**src/bpdc_pkg.sv**
```systemverilog
// Package for the button press duration classifier.
// Holds field widths, opcodes, register indexes and shared types.
// No dependencies.
`timescale 1ns / 1ps

package bpdc_pkg;

   localparam int TIME_W     = 32;
   localparam int INDEX_W    = 3;
   localparam int LEVEL_BITS = 8;
   localparam int COUNT_W    = 4;

   localparam logic [TIME_W-1:0]  DEBOUNCE_MS          = 32'd50;
   localparam logic [TIME_W-1:0]  LONG_PRESS_RESET     = 32'd1000;
   localparam logic [COUNT_W-1:0] BUTTON_COUNT_RESET   = 4'd8;

   localparam logic OPC_PRESS = 1'b0;
   localparam logic OPC_TICK  = 1'b1;

   localparam logic [0:0] REG_LONG_PRESS   = 1'b0;
   localparam logic [0:0] REG_BUTTON_COUNT = 1'b1;

   typedef struct packed {
      logic ev;
      logic is_long;
   } lane_status_type;

endpackage

```
**src/bpdc_if.sv**
```systemverilog
// Handshake interfaces for the request and response channels.
// Depends on bpdc_pkg for the field widths.
`timescale 1ns / 1ps

interface bpdc_req_if;
   import bpdc_pkg::*;
   logic                  valid;
   logic                  ready;
   logic                  opcode;
   logic [INDEX_W-1:0]    button_index;
   logic [TIME_W-1:0]     now_ms;
   logic [LEVEL_BITS-1:0] button_levels;

   modport source (output valid, output opcode, output button_index, output now_ms,
                   output button_levels, input ready);
   modport sink (input valid, input opcode, input button_index, input now_ms,
                 input button_levels, output ready);
endinterface

interface bpdc_rsp_if;
   import bpdc_pkg::*;
   logic               valid;
   logic               ready;
   logic [INDEX_W-1:0] event_button;
   logic               is_long;
   logic               last_event;

   modport source (output valid, output event_button, output is_long, output last_event,
                   input ready);
   modport sink (input valid, input event_button, input is_long, input last_event,
                 output ready);
endinterface

```
**src/bpdc_lane.sv**
```systemverilog
// One button lane: press time, held flag and the classified release of a tick.
// Depends on bpdc_pkg.
`timescale 1ns / 1ps

module bpdc_lane #(
   parameter int LANE_ID = 0
) (
   input  logic                           clock,
   input  logic                           reset,
   input  logic                           press_en,
   input  logic                           tick_en,
   input  logic [bpdc_pkg::INDEX_W-1:0]   button_index,
   input  logic [bpdc_pkg::TIME_W-1:0]    now_ms,
   input  logic                           level,
   input  logic [bpdc_pkg::TIME_W-1:0]    long_press_ms,
   input  logic [bpdc_pkg::COUNT_W-1:0]   button_count,
   input  logic                           clear,
   output bpdc_pkg::lane_status_type      status
);
   import bpdc_pkg::*;

   localparam logic [COUNT_W-1:0] LANE_NUM = COUNT_W'(LANE_ID);
   localparam logic [INDEX_W-1:0] LANE_IDX = INDEX_W'(LANE_ID);

   logic [TIME_W-1:0] start_ff, start_in;
   logic              held_ff, held_in;
   logic              ev_ff, ev_in;
   logic              long_ff, long_in;
   logic              active, press_hit, release_hit;
   logic [TIME_W-1:0] held_time;

   always_comb begin
      active      = LANE_NUM < button_count;
      press_hit   = press_en && (button_index == LANE_IDX) && active && !held_ff;
      release_hit = tick_en && active && held_ff && level;
      held_time   = now_ms - start_ff;

      start_in = start_ff;
      held_in  = held_ff;
      ev_in    = ev_ff;
      long_in  = long_ff;
      if (press_hit) begin
         start_in = now_ms;
         held_in  = 1'b1;
      end
      if (clear) begin
         ev_in = 1'b0;
      end
      if (release_hit) begin
         held_in = 1'b0;
         ev_in   = held_time >= DEBOUNCE_MS;
         long_in = held_time >= long_press_ms;
      end
   end

   always_ff @(posedge clock) begin
      if (reset) begin
         held_ff <= 1'b0;
         ev_ff   <= 1'b0;
      end else begin
         held_ff <= held_in;
         ev_ff   <= ev_in;
      end
      start_ff <= start_in;
      long_ff  <= long_in;
   end

   assign status.ev      = ev_ff;
   assign status.is_long = long_ff;

endmodule

```
**src/bpdc_merge.sv**
```systemverilog
// Merging stage: emits the pending lane events in ascending button order.
// Depends on bpdc_pkg and bpdc_rsp_if.
`timescale 1ns / 1ps

module bpdc_merge #(
   parameter int NUM_LANES = 8
) (
   input  logic                      clock,
   input  logic                      reset,
   input  bpdc_pkg::lane_status_type lane_status [NUM_LANES],
   output logic [NUM_LANES-1:0]      clear,
   bpdc_rsp_if.source                rsp_ch
);
   import bpdc_pkg::*;

   logic [NUM_LANES-1:0] ev_vec, long_vec, first_oh;
   logic [INDEX_W-1:0]   first_idx;
   logic                 found, load, last;

   logic               rsp_valid_ff, rsp_valid_in;
   logic [INDEX_W-1:0] rsp_button_ff, rsp_button_in;
   logic               rsp_long_ff, rsp_long_in;
   logic               rsp_last_ff, rsp_last_in;

   always_comb begin
      found     = 1'b0;
      first_idx = '0;
      first_oh  = '0;
      for (int i = 0; i < NUM_LANES; i++) begin
         ev_vec[i]   = lane_status[i].ev;
         long_vec[i] = lane_status[i].is_long;
      end
      for (int i = 0; i < NUM_LANES; i++) begin
         if (ev_vec[i] && !found) begin
            found       = 1'b1;
            first_idx   = INDEX_W'(i);
            first_oh[i] = 1'b1;
         end
      end
      load = found && (!rsp_valid_ff || rsp_ch.ready);
      last = (ev_vec & ~first_oh) == '0;
      clear = load ? first_oh : '0;

      rsp_valid_in  = rsp_valid_ff && !rsp_ch.ready;
      rsp_button_in = rsp_button_ff;
      rsp_long_in   = rsp_long_ff;
      rsp_last_in   = rsp_last_ff;
      if (load) begin
         rsp_valid_in  = 1'b1;
         rsp_button_in = first_idx;
         rsp_long_in   = |(long_vec & first_oh);
         rsp_last_in   = last;
      end
   end

   always_ff @(posedge clock) begin
      if (reset) begin
         rsp_valid_ff <= 1'b0;
      end else begin
         rsp_valid_ff <= rsp_valid_in;
      end
      rsp_button_ff <= rsp_button_in;
      rsp_long_ff   <= rsp_long_in;
      rsp_last_ff   <= rsp_last_in;
   end

   assign rsp_ch.valid        = rsp_valid_ff;
   assign rsp_ch.event_button = rsp_button_ff;
   assign rsp_ch.is_long      = rsp_long_ff;
   assign rsp_ch.last_event   = rsp_last_ff;

   a_clear_pending: assert property (@(posedge clock) disable iff (reset)
      (clear & ~ev_vec) == '0)
      else $error("merge cleared a lane with no pending event");

   a_last_drains: assert property (@(posedge clock) disable iff (reset)
      load && last |=> ev_vec == '0)
      else $error("events remain after the last event was issued");

   a_no_overwrite: assert property (@(posedge clock) disable iff (reset)
      rsp_valid_ff && !rsp_ch.ready |-> clear == '0)
      else $error("stalled response was overwritten");

endmodule

```
**src/button_press_duration_classifier_top.sv**
```systemverilog
// Top level of the button press duration classifier: CSR port, lanes and merge.
// Depends on bpdc_pkg, bpdc_if, bpdc_lane and bpdc_merge.
`timescale 1ns / 1ps

//  Channel   Direction  Transaction
//  req_ch    in         press edge or tick scan (opcode, index, time, levels)
//  rsp_ch    out        one release event (button, short or long, last of tick)
//  csr_*     in/out     APB-style register write and read
//
// A press is registered in its lane. All lanes scan a tick together; each
// event then leaves through the merge register at one per cycle unless the
// response stalls; the next request waits until the merge has taken them all.
// Reset is synchronous and clears all held flags, pending events and CSRs.
// A stalled response holds its payload; a final event that waits does not
// block the next request.

module button_press_duration_classifier_top #(
   parameter int MAX_BUTTONS = 8
) (
   input  logic                        clock,
   input  logic                        reset,
   bpdc_req_if.sink                    req_ch,
   bpdc_rsp_if.source                  rsp_ch,
   input  logic                        csr_psel,
   input  logic                        csr_penable,
   input  logic                        csr_pwrite,
   input  logic [2:0]                  csr_paddr,
   input  logic [31:0]                 csr_pwdata,
   output logic [31:0]                 csr_prdata,
   output logic                        csr_pready
);
   import bpdc_pkg::*;

   localparam int NUM_LANES = (MAX_BUTTONS < LEVEL_BITS) ? MAX_BUTTONS : LEVEL_BITS;

   logic [TIME_W-1:0]  long_press_ff, long_press_in;
   logic [COUNT_W-1:0] button_count_ff, button_count_in;
   logic               csr_write;
   logic [0:0]         reg_index;

   lane_status_type      lane_status [NUM_LANES];
   logic [NUM_LANES-1:0] clear;
   logic [NUM_LANES-1:0] ev_vec;
   logic                 accept, press_en, tick_en;

   assign csr_pready = 1'b1;
   assign csr_write  = csr_psel && csr_penable && csr_pwrite;
   assign reg_index  = csr_paddr[2:2];

   always_comb begin
      long_press_in   = long_press_ff;
      button_count_in = button_count_ff;
      csr_prdata      = '0;
      case (reg_index)
         REG_LONG_PRESS: begin
            csr_prdata = long_press_ff;
            if (csr_write) long_press_in = csr_pwdata;
         end
         REG_BUTTON_COUNT: begin
            csr_prdata = {28'b0, button_count_ff};
            if (csr_write) button_count_in = csr_pwdata[COUNT_W-1:0];
         end
         default: begin
            csr_prdata = '0;
         end
      endcase
   end

   always_ff @(posedge clock) begin
      if (reset) begin
         long_press_ff   <= LONG_PRESS_RESET;
         button_count_ff <= BUTTON_COUNT_RESET;
      end else begin
         long_press_ff   <= long_press_in;
         button_count_ff <= button_count_in;
      end
   end

   always_comb begin
      for (int i = 0; i < NUM_LANES; i++) begin
         ev_vec[i] = lane_status[i].ev;
      end
   end

   assign req_ch.ready = ev_vec == '0;
   assign accept       = req_ch.valid && req_ch.ready;
   assign press_en     = accept && (req_ch.opcode == OPC_PRESS);
   assign tick_en      = accept && (req_ch.opcode == OPC_TICK);

   for (genvar g = 0; g < NUM_LANES; g++) begin : g_lane
      bpdc_lane #(.LANE_ID(g)) u_lane (
         .clock         (clock),
         .reset         (reset),
         .press_en      (press_en),
         .tick_en       (tick_en),
         .button_index  (req_ch.button_index),
         .now_ms        (req_ch.now_ms),
         .level         (req_ch.button_levels[g]),
         .long_press_ms (long_press_ff),
         .button_count  (button_count_ff),
         .clear         (clear[g]),
         .status        (lane_status[g])
      );
   end

   bpdc_merge #(.NUM_LANES(NUM_LANES)) u_merge (
      .clock       (clock),
      .reset       (reset),
      .lane_status (lane_status),
      .clear       (clear),
      .rsp_ch      (rsp_ch)
   );

endmodule
```
**src/flat_wrapper.sv**
```systemverilog
// flat-port wrapper written by rule: the top's interface ports become plain ports
module button_press_duration_classifier_top_flat import bpdc_pkg::*;
#(
   parameter int MAX_BUTTONS = 8
)
  (clock, reset, csr_psel, csr_penable, csr_pwrite, csr_paddr, csr_pwdata, csr_prdata, csr_pready, req_ch_valid, req_ch_opcode, req_ch_button_index, req_ch_now_ms, req_ch_button_levels, req_ch_ready, rsp_ch_valid, rsp_ch_event_button, rsp_ch_is_long, rsp_ch_last_event, rsp_ch_ready);
  bpdc_req_if req_ch_i ();
  bpdc_rsp_if rsp_ch_i ();
  input  logic clock;
  input  logic reset;
  input  logic csr_psel;
  input  logic csr_penable;
  input  logic csr_pwrite;
  input  logic [2:0] csr_paddr;
  input  logic [31:0] csr_pwdata;
  output logic [31:0] csr_prdata;
  output logic csr_pready;
  input wire logic [$bits(req_ch_i.valid)-1:0] req_ch_valid;
  input wire logic [$bits(req_ch_i.opcode)-1:0] req_ch_opcode;
  input wire logic [$bits(req_ch_i.button_index)-1:0] req_ch_button_index;
  input wire logic [$bits(req_ch_i.now_ms)-1:0] req_ch_now_ms;
  input wire logic [$bits(req_ch_i.button_levels)-1:0] req_ch_button_levels;
  output wire logic [$bits(req_ch_i.ready)-1:0] req_ch_ready;
  output wire logic [$bits(rsp_ch_i.valid)-1:0] rsp_ch_valid;
  output wire logic [$bits(rsp_ch_i.event_button)-1:0] rsp_ch_event_button;
  output wire logic [$bits(rsp_ch_i.is_long)-1:0] rsp_ch_is_long;
  output wire logic [$bits(rsp_ch_i.last_event)-1:0] rsp_ch_last_event;
  input wire logic [$bits(rsp_ch_i.ready)-1:0] rsp_ch_ready;
  assign req_ch_i.valid = req_ch_valid;
  assign req_ch_i.opcode = req_ch_opcode;
  assign req_ch_i.button_index = req_ch_button_index;
  assign req_ch_i.now_ms = req_ch_now_ms;
  assign req_ch_i.button_levels = req_ch_button_levels;
  assign req_ch_ready = req_ch_i.ready;
  assign rsp_ch_valid = rsp_ch_i.valid;
  assign rsp_ch_event_button = rsp_ch_i.event_button;
  assign rsp_ch_is_long = rsp_ch_i.is_long;
  assign rsp_ch_last_event = rsp_ch_i.last_event;
  assign rsp_ch_i.ready = rsp_ch_ready;
  button_press_duration_classifier_top #(.MAX_BUTTONS(MAX_BUTTONS)) u_core (.clock(clock), .reset(reset), .req_ch(req_ch_i), .rsp_ch(rsp_ch_i), .csr_psel(csr_psel), .csr_penable(csr_penable), .csr_pwrite(csr_pwrite), .csr_paddr(csr_paddr), .csr_pwdata(csr_pwdata), .csr_prdata(csr_prdata), .csr_pready(csr_pready));
endmodule
```
**config.mk**
```make
export PLATFORM = sky130hd
export DESIGN_NAME = button_press_duration_classifier_top_flat
export DESIGN_NICKNAME = d
export VERILOG_FILES = /design/src/bpdc_pkg.sv /design/src/bpdc_if.sv /design/src/bpdc_lane.sv /design/src/bpdc_merge.sv /design/src/button_press_duration_classifier_top.sv /design/src/flat_wrapper.sv
export SDC_FILE = /design/constraint.sdc
export NUM_CORES = 1
export LEC_CHECK = 0
export ABC_CLOCK_PERIOD_IN_PS = 5500
export BUFFER_PORTS_ARGS = -buffer_cell sky130_fd_sc_hd__buf_4
export CAP_MARGIN = 20
export CORE_AREA = 2 2 194 291
export DETAILED_ROUTE_END_ITERATION = 7
export DIE_AREA = 0 0 196 293
export HOLD_SLACK_MARGIN = 0.1
export PLACE_DENSITY = 0.85
export SETUP_SLACK_MARGIN = 0.15
export SLEW_MARGIN = 20
export SYNTH_ARGS = -nofsm -noshare
export SYNTH_HDL_FRONTEND = slang
export SYNTH_SLANG_ARGS = --single-unit
```
**constraint.sdc**
```tcl
create_clock -name clock -period 5.5 [get_ports clock]
set_clock_uncertainty 0.05 [all_clocks]
set_input_delay 1.1 -clock clock [delete_from_list [all_inputs] [get_ports clock]]
set_output_delay 1.1 -clock clock [all_outputs]
set_load 0.05 [all_outputs]
```
* After elaboration in Yosys (flattened, before gate mapping)
Index checks and enable logic that the tools add are counted.
** Operators by class
- $add $sub $neg :: 8
- Order comparisons :: 24
- Eq/ne operators :: 7
- Mux-type cells :: 40
- Bitwise operators :: 5
- Reduce and logical (&&, ||, !) cells :: 104
** Operator list (number)
- 32-bit >= comparator :: 8
- 32-bit by 6-bit >= comparator with 1-bit output, second input constant :: 8
- 32-bit subtractor :: 8
- 32-bit case mux with 2 select lines :: 1
- 1-bit logical AND :: 62
- 1-bit 2-to-1 mux :: 34
- 2-bit OR reduction :: 9
- 1-bit logical NOT :: 17
- 8-bit AND :: 2
- 8-bit logical NOT :: 2
- 3-bit by 4-bit less-than comparator with 1-bit output, first input constant :: 4
- 2-bit nonzero test :: 8
- 3-bit == test, second input constant :: 4
- 1-bit by 4-bit less-than comparator with 1-bit output, first input constant :: 2
- 2-bit by 4-bit less-than comparator with 1-bit output, first input constant :: 2
- 8-bit 2-to-1 mux :: 1
- 8-bit NOT :: 1
- 8-bit OR reduction :: 1
- 3-bit by 2-bit == test with 1-bit output, second input constant :: 2
- 3-bit 2-to-1 mux :: 2
- 2-bit 2-to-1 mux :: 2
- 2-bit AND reduction :: 2
- 4-bit OR reduction :: 1
- 3-bit by 1-bit == test with 1-bit output, second input constant :: 1
- other kinds (3) :: 4
** Word-level totals
- Flip-flop bits (word level) :: 322
- Input port bits :: 86
- Output and inout bits :: 40
- Logic and storage cells :: 228

* Logic depth before layout (Yosys ltp)
- Depth in word-level cells :: 26
- Mapped depth :: 22
- Mapped depth without buffers :: 22

* Cells and area by module
From an unflattened synthesis, not the netlist that was laid out.
** Unflattened totals
- Cell total of the unflattened synthesis :: 3959
- Area, all modules :: 33842.5 um2
** Modules (own cells, without submodules)
- bpdc_lane at u_core.g_lane[7].u_lane :: times used 1, cells an instance 526, area each 4287.9 um2, seq. area each 1031.0 um2
- bpdc_lane at u_core.g_lane[1].u_lane :: times used 1, cells an instance 480, area each 4043.9 um2, seq. area each 1031.0 um2
- bpdc_lane at u_core.g_lane[3].u_lane :: times used 1, cells an instance 483, area each 4026.4 um2, seq. area each 1031.0 um2
- bpdc_lane at u_core.g_lane[6].u_lane :: times used 1, cells an instance 454, area each 3896.2 um2, seq. area each 1031.0 um2
- bpdc_lane at u_core.g_lane[4].u_lane :: times used 1, cells an instance 451, area each 3891.2 um2, seq. area each 1031.0 um2
- bpdc_lane at u_core.g_lane[0].u_lane :: times used 1, cells an instance 446, area each 3873.7 um2, seq. area each 1031.0 um2
- bpdc_lane at u_core.g_lane[2].u_lane :: times used 1, cells an instance 451, area each 3858.7 um2, seq. area each 1031.0 um2
- bpdc_lane at u_core.g_lane[5].u_lane :: times used 1, cells an instance 413, area each 3633.5 um2, seq. area each 1031.0 um2
- button_press_duration_classifier_top :: times used 1, cells an instance 197, area each 1849.3 um2, seq. area each 720.7 um2
- bpdc_merge :: times used 1, cells an instance 58, area each 481.7 um2, seq. area each 170.2 um2

* Worst setup path after synthesis
Ideal clock, no wire load.
- Path kind :: reg2reg
- From :: register u_core.g_lane[4].u_lane.ev_ff
- To :: register u_core.g_lane[1].u_lane.start_ff[0], enable pin
- Library setup time :: 0.516 ns
- Arrival time :: 5.983 ns
- Data required time :: 4.934 ns
- Slack :: -1.049 ns
- Stages on the path, launching flop included :: 7
- Buffers on the path :: 1
- Clock period less this slack :: 6.549 ns
- Path through :: dfxtp_1 > clkbuf_1 > nor2_1 > nand3_1 > nor3_1 > nand4bb_1 > nor4b_1
** On the way
- Longest elaborated chain between the ends :: 6
** RTL lines
- start, declared :: RTL line bpdc_lane.sv:27 : logic ev_ff, ev_in;
- start signal, assigned :: RTL line bpdc_lane.sv:62 : ev_ff <= ev_in;
- 8-bit logical NOT :: RTL line button_press_duration_classifier_top.sv:85 : assign req_ch.ready = ev_vec == '0;
- net req_ch_ready :: RTL line flat_wrapper.sv:23 : output wire logic [$bits(req_ch_i.ready)-1:0] req_ch_ready;
- 1-bit logical AND :: RTL line button_press_duration_classifier_top.sv:86 : assign accept = req_ch.valid && req_ch.ready;
- 1-bit logical AND :: RTL line button_press_duration_classifier_top.sv:87 : assign press_en = accept && (req_ch.opcode == OPC_PRESS);
- 1-bit logical AND (3 in a row) :: RTL line bpdc_lane.sv:34 : press_hit = press_en && (button_index == LANE_IDX) && active && !held_ff;
- net u_core.g_lane[1].u_lane.press_hit :: RTL line bpdc_lane.sv:29 : logic active, press_hit, release_hit;
- end signal, assigned :: RTL line bpdc_lane.sv:64 : start_ff <= start_in;
- end, declared :: RTL line bpdc_lane.sv:25 : logic [TIME_W-1:0] start_ff, start_in;
The timed path passes the listed nets, and every way through them passes these cells.
A chain may end at the register's enable or synchronous reset.

* Worst setup path in the final report
- From :: input port req_ch_now_ms[0]
- To :: register u_core.g_lane[1].u_lane.long_ff (data pin)
** On the way
- Longest elaborated chain between the ends :: 2
** RTL lines
- start, declared :: RTL line flat_wrapper.sv:21 : input wire logic [$bits(req_ch_i.now_ms)-1:0] req_ch_now_ms;
- 32-bit subtractor :: RTL line bpdc_lane.sv:36 : held_time = now_ms - start_ff;
- 32-bit >= comparator :: RTL line bpdc_lane.sv:52 : long_in = held_time >= long_press_ms;
- end signal, assigned :: RTL line bpdc_lane.sv:65 : long_ff <= long_in;
- end, declared :: RTL line bpdc_lane.sv:28 : logic long_ff, long_in;
Every way passes these cells.

==> impl_metrics.csv <==
group,metric,value,unit
outcome,outcome,"finished, final reports clean",
drt,drt_iter0_drc,2658,
worst_hold_path,whs_endpoint,"u_core.long_press_ff[17]",
synthesis,synth_commonest_cells,"ha_1, inv_1, a21oi_1",
clocking,clock_sinks,322,
setup_path,worstSetupEndpointType,"flop",
synthesis,synthSimpleGateAreaFrac,0.164,
synthesis,synth-edff-count,269,
setup_path,cp-start-kind,"input pin",
power_and_ir_drop,powerDensity,208,mW/mm2
synthesis,synth-xor-area-share,0.0567,
synthesis,synthArstFlopShare,0,
synthesis,ys.flop_type,"edfxtp_1",
cells_and_area,final_core_util,0.686,
setup_path,crit_buf_inv,7,
clocking,h-tree-depth,2,
synthesis,syn_avg_cell_area,8.78,um2
floorplanning,die_h,293,um
drt,wl,111000,um
floorplanning,ios,126,
synthesis,yosys_warnings,0,
clocking,insertion_delay,0.55,ns
synthesis,synth_top_family_by_area,"compound AO/OA/AOI/OAI gates",
timing,tightest_slew,1.10,ns
setup_path,r2r_cells,23,
synthesis,synth_fp_nets,4188,
cells_and_area,nFillCells,4260,
worst_hold_path,min_path_type,"flop to flop",
global_route,grt_pass1_vias,30772,
global_route,grt_max_degree,54,
setup_path,r2r_setup_slack,0.78,ns
clocking,cts_made_buffers,36,
timing,rsz0062_at_grt,"yes",
global_route,grt-ovfl-total,0,
floorplanning,fp.dieW,196,um
synthesis,yosysMostFrequentCell,"ha_1",
timing,max_freq,192,MHz
timing,relSlewSlack,0.265,
clocking,tritoncts,"yes",
setup_path,worstReg2RegEnd,"u_core.g_lane[1].u_lane.long_ff",
synthesis,synth_top_area_frac,0.256,
power_and_ir_drop,p_leak,17.0,nW
synthesis,synth_cells,3590,
setup_path,crit_chain,"buf_4 -> inv_2 -> buf_4 -> ha_1 -> inv_1 -> fa_1 -> a211oi_1 -> o21a_1 -> buf_4 -> o31ai_1 -> o21ai_1 -> buf_4 -> o22ai_1 -> mux2i_1 -> or4_1 -> ha_1 -> a21oi_1 -> nor2b_1 -> o21ai_0 -> nand2b_1 -> a221oi_1 -> buf_4 -> o31ai_1",
setup_path,critPathMostFrequentCell,"buf_4",
synthesis,synth.distinct_cells,90,
cells_and_area,nets,4648,
cells_and_area,drive_gt1_frac,0.158,
drt,drt_first_pass_iters,8,
timing,hold_viol,0,
floorplanning,die-area,0.0574,mm2
setup_path,path_class,"input pin to flop",
synthesis,ys_seq_area_frac,0.290,
power_and_ir_drop,peakVddDrop,0.179,mV
synthesis,synthAdderAreaFrac,0.205,
power_and_ir_drop,power.total,7.78,mW
setup_path,slowest_stage,"or4_1",
drt,viasPerCell,6.52,
synthesis,synthMuxAreaShare,0.00524,
setup_path,critPathArrivalTime,5.44,ns
timing,period_needed,5.20,ns
worst_hold_path,hold_path_startpoint,"u_core.long_press_ff[17]",
timing,drv_slew,0,
place,place_area,0.0360,mm2
setup_path,rr_startpoint,"u_core.g_lane[1].u_lane.start_ff[1]",
place,dp_hpwl,84500,um
floorplanning,coreArea,0.0547,mm2
drt,vias,31109,
drt,ant_nets,0,
global_route,grt_use_total,0.380,
clocking,cts-root-buf,"clkbuf_16",
global_route,antenna_found_initial,4,
floorplanning,rows,105,
job,maxCapViolCount,0,
synthesis,synth_top_area_cell,"edfxtp_1",
drt,drc,0,
setup_path,path_delay_family,"compound AO/OA/AOI/OAI gates",
floorplanning,initial_core_util,0.577,
global_route,grt_pass1_wl,167000,um
setup_path,max_stage_delay,0.57,ns
place,portBuffers,122,
drt,wl_per_cell,23.3,um
synthesis,syn-cell-area,0.0315,mm2
synthesis,synth_area_leaders,"edfxtp_1, ha_1, a21oi_1, a21o_1, inv_1",
setup_path,cp_max_fo,4,
cells_and_area,synthToLayoutAreaGrowth,18.8,%
timing,setup_viol,0,
clocking,path_clk_slew,0.07,ns
timing,period_share,0.945,
worst_hold_path,whs_path_depth,2,
synthesis,ys_seq_elements,322,
setup_path,cp.required,5.74,ns
cells_and_area,design_area,0.0375,mm2
place,gp_congestion,1.05,
clocking,ctsLongestPathBuffers,3,
synthesis,synth_compound_area_frac,0.226,
==> placed cells by master, fill, tap and decap left out, drive strengths merged, types with 31 or more instances in the layout <==
| cell | instances |
|---|---|
| buf | 514 |
| ha | 504 |
| inv | 352 |
| a21oi | 311 |
| edfxtp | 269 |
| nor2 | 240 |
| nand2 | 233 |
| a21o | 200 |
| o21ai | 183 |
| xnor2 | 123 |
| xor2 | 81 |
| nand4 | 77 |
| nand2b | 70 |
| nor3 | 62 |
| dfxtp | 53 |
| a211oi | 52 |
| nand3 | 49 |
| nor2b | 49 |
| clkbuf | 49 |
| o21a | 41 |
| or3 | 39 |
| a31oi | 38 |
| and3 | 37 |
| o211ai | 34 |
| nor4 | 31 |
==> state kept, by name (all words and copies together), names as in the netlist <==
name,count
u_core.button_count_ff,4
u_core.g_lane.u_lane.ev_ff,8
u_core.g_lane.u_lane.held_ff,8
u_core.g_lane.u_lane.long_ff,8
u_core.g_lane.u_lane.start_ff,256
u_core.long_press_ff,32
u_core.u_merge.rsp_ch.event_button,3
u_core.u_merge.rsp_ch.is_long,1
u_core.u_merge.rsp_ch.last_event,1
u_core.u_merge.rsp_ch.valid,1
==> cell type report <==
cell class | instances | area (um2) | share of cell area
Clock inverter | 15 | 186 | 0.00497
Multi-Input combinational cell | 2827 | 21000 | 0.559
Timing Repair Buffer | 514 | 3960 | 0.106
Sequential cell | 322 | 9140 | 0.244
Inverter | 349 | 1310 | 0.0350
Antenna cell | 1 | 2.50 | 0.0000668
Tap cell | 695 | 870 | 0.0232
Clock buffer | 49 | 1060 | 0.0282
==> how the worst max path moves through the flow <==
stage               slack [ns]                             endpoint                          start  cells past startpoint
floorplan                -1.05  u_core.g_lane[1].u_lane.start_ff[0]  u_core.g_lane[4].u_lane.ev_ff                      6
finish                    0.30      u_core.g_lane[1].u_lane.long_ff               req_ch_now_ms[0]                     23
CTS                       0.22        u_core.g_lane[6].u_lane.ev_ff               req_ch_now_ms[0]                     17
global placement         -0.34        u_core.g_lane[6].u_lane.ev_ff               req_ch_now_ms[0]                     17
detailed placement       -0.35      u_core.g_lane[2].u_lane.long_ff               req_ch_now_ms[0]                     24
global route              0.11      u_core.g_lane[2].u_lane.long_ff               req_ch_now_ms[0]                     24
==> kinds of logic after synthesis <==
| logic type | after synthesis |
|---|---|
| xor gates and xnor gates | 204 |
| buffers and inverters | 441 |
| and+or+nand+nor | 1007 |
| AOI/OAI and AO/OA | 1086 |
| muxes | 16 |
| DFF | 322 |
| adders and majority gates | 513 |
| other | 1 |
==> worst min-delay path: stages, from the launching register on <==
cell     delay, ns
dfxtp_1       0.30
nand2_1       0.05
a21oi_1       0.05
==> layer usage <==
layer  part of all wire  GRT usage
met5            0.00042          0
met4               0.11      0.344
met3              0.090     0.0714
met2               0.46      0.645
met1               0.34      0.401
==> through the flow <==
stage / setup slack, ns / hold slack (ns) / setup TNS [ns] / instances
detailed placement: -0.347 / 0.397 / -2.02 / 4700
global route: 0.108 / 0.421 / 0 / 4771
CTS: 0.216 / 0.406 / 0 / 4764
global placement: -0.339 / 0.391 / -1.49 / 4700
finish: 0.304 / 0.405 / 0 / 4772
floorplan: -1.05 / 0.386 / -120.76 / 3590
==> power breakdown <==
group,switching [mW],internal [mW],total (mW)
clock network,1.08,1.54,2.61
logic,1.41,1.07,2.48
registers,0.0130,2.67,2.69
total,2.49,5.28,7.78
==> what timing repair did <==
action / in CTS / in global routing
setup buffers: 0 / 7
resized for setup: 0 / 34
endpoints found under the setup margin: 0 / 8
hold buffers: 0 / 0
(Power assumes the default switching activity.)
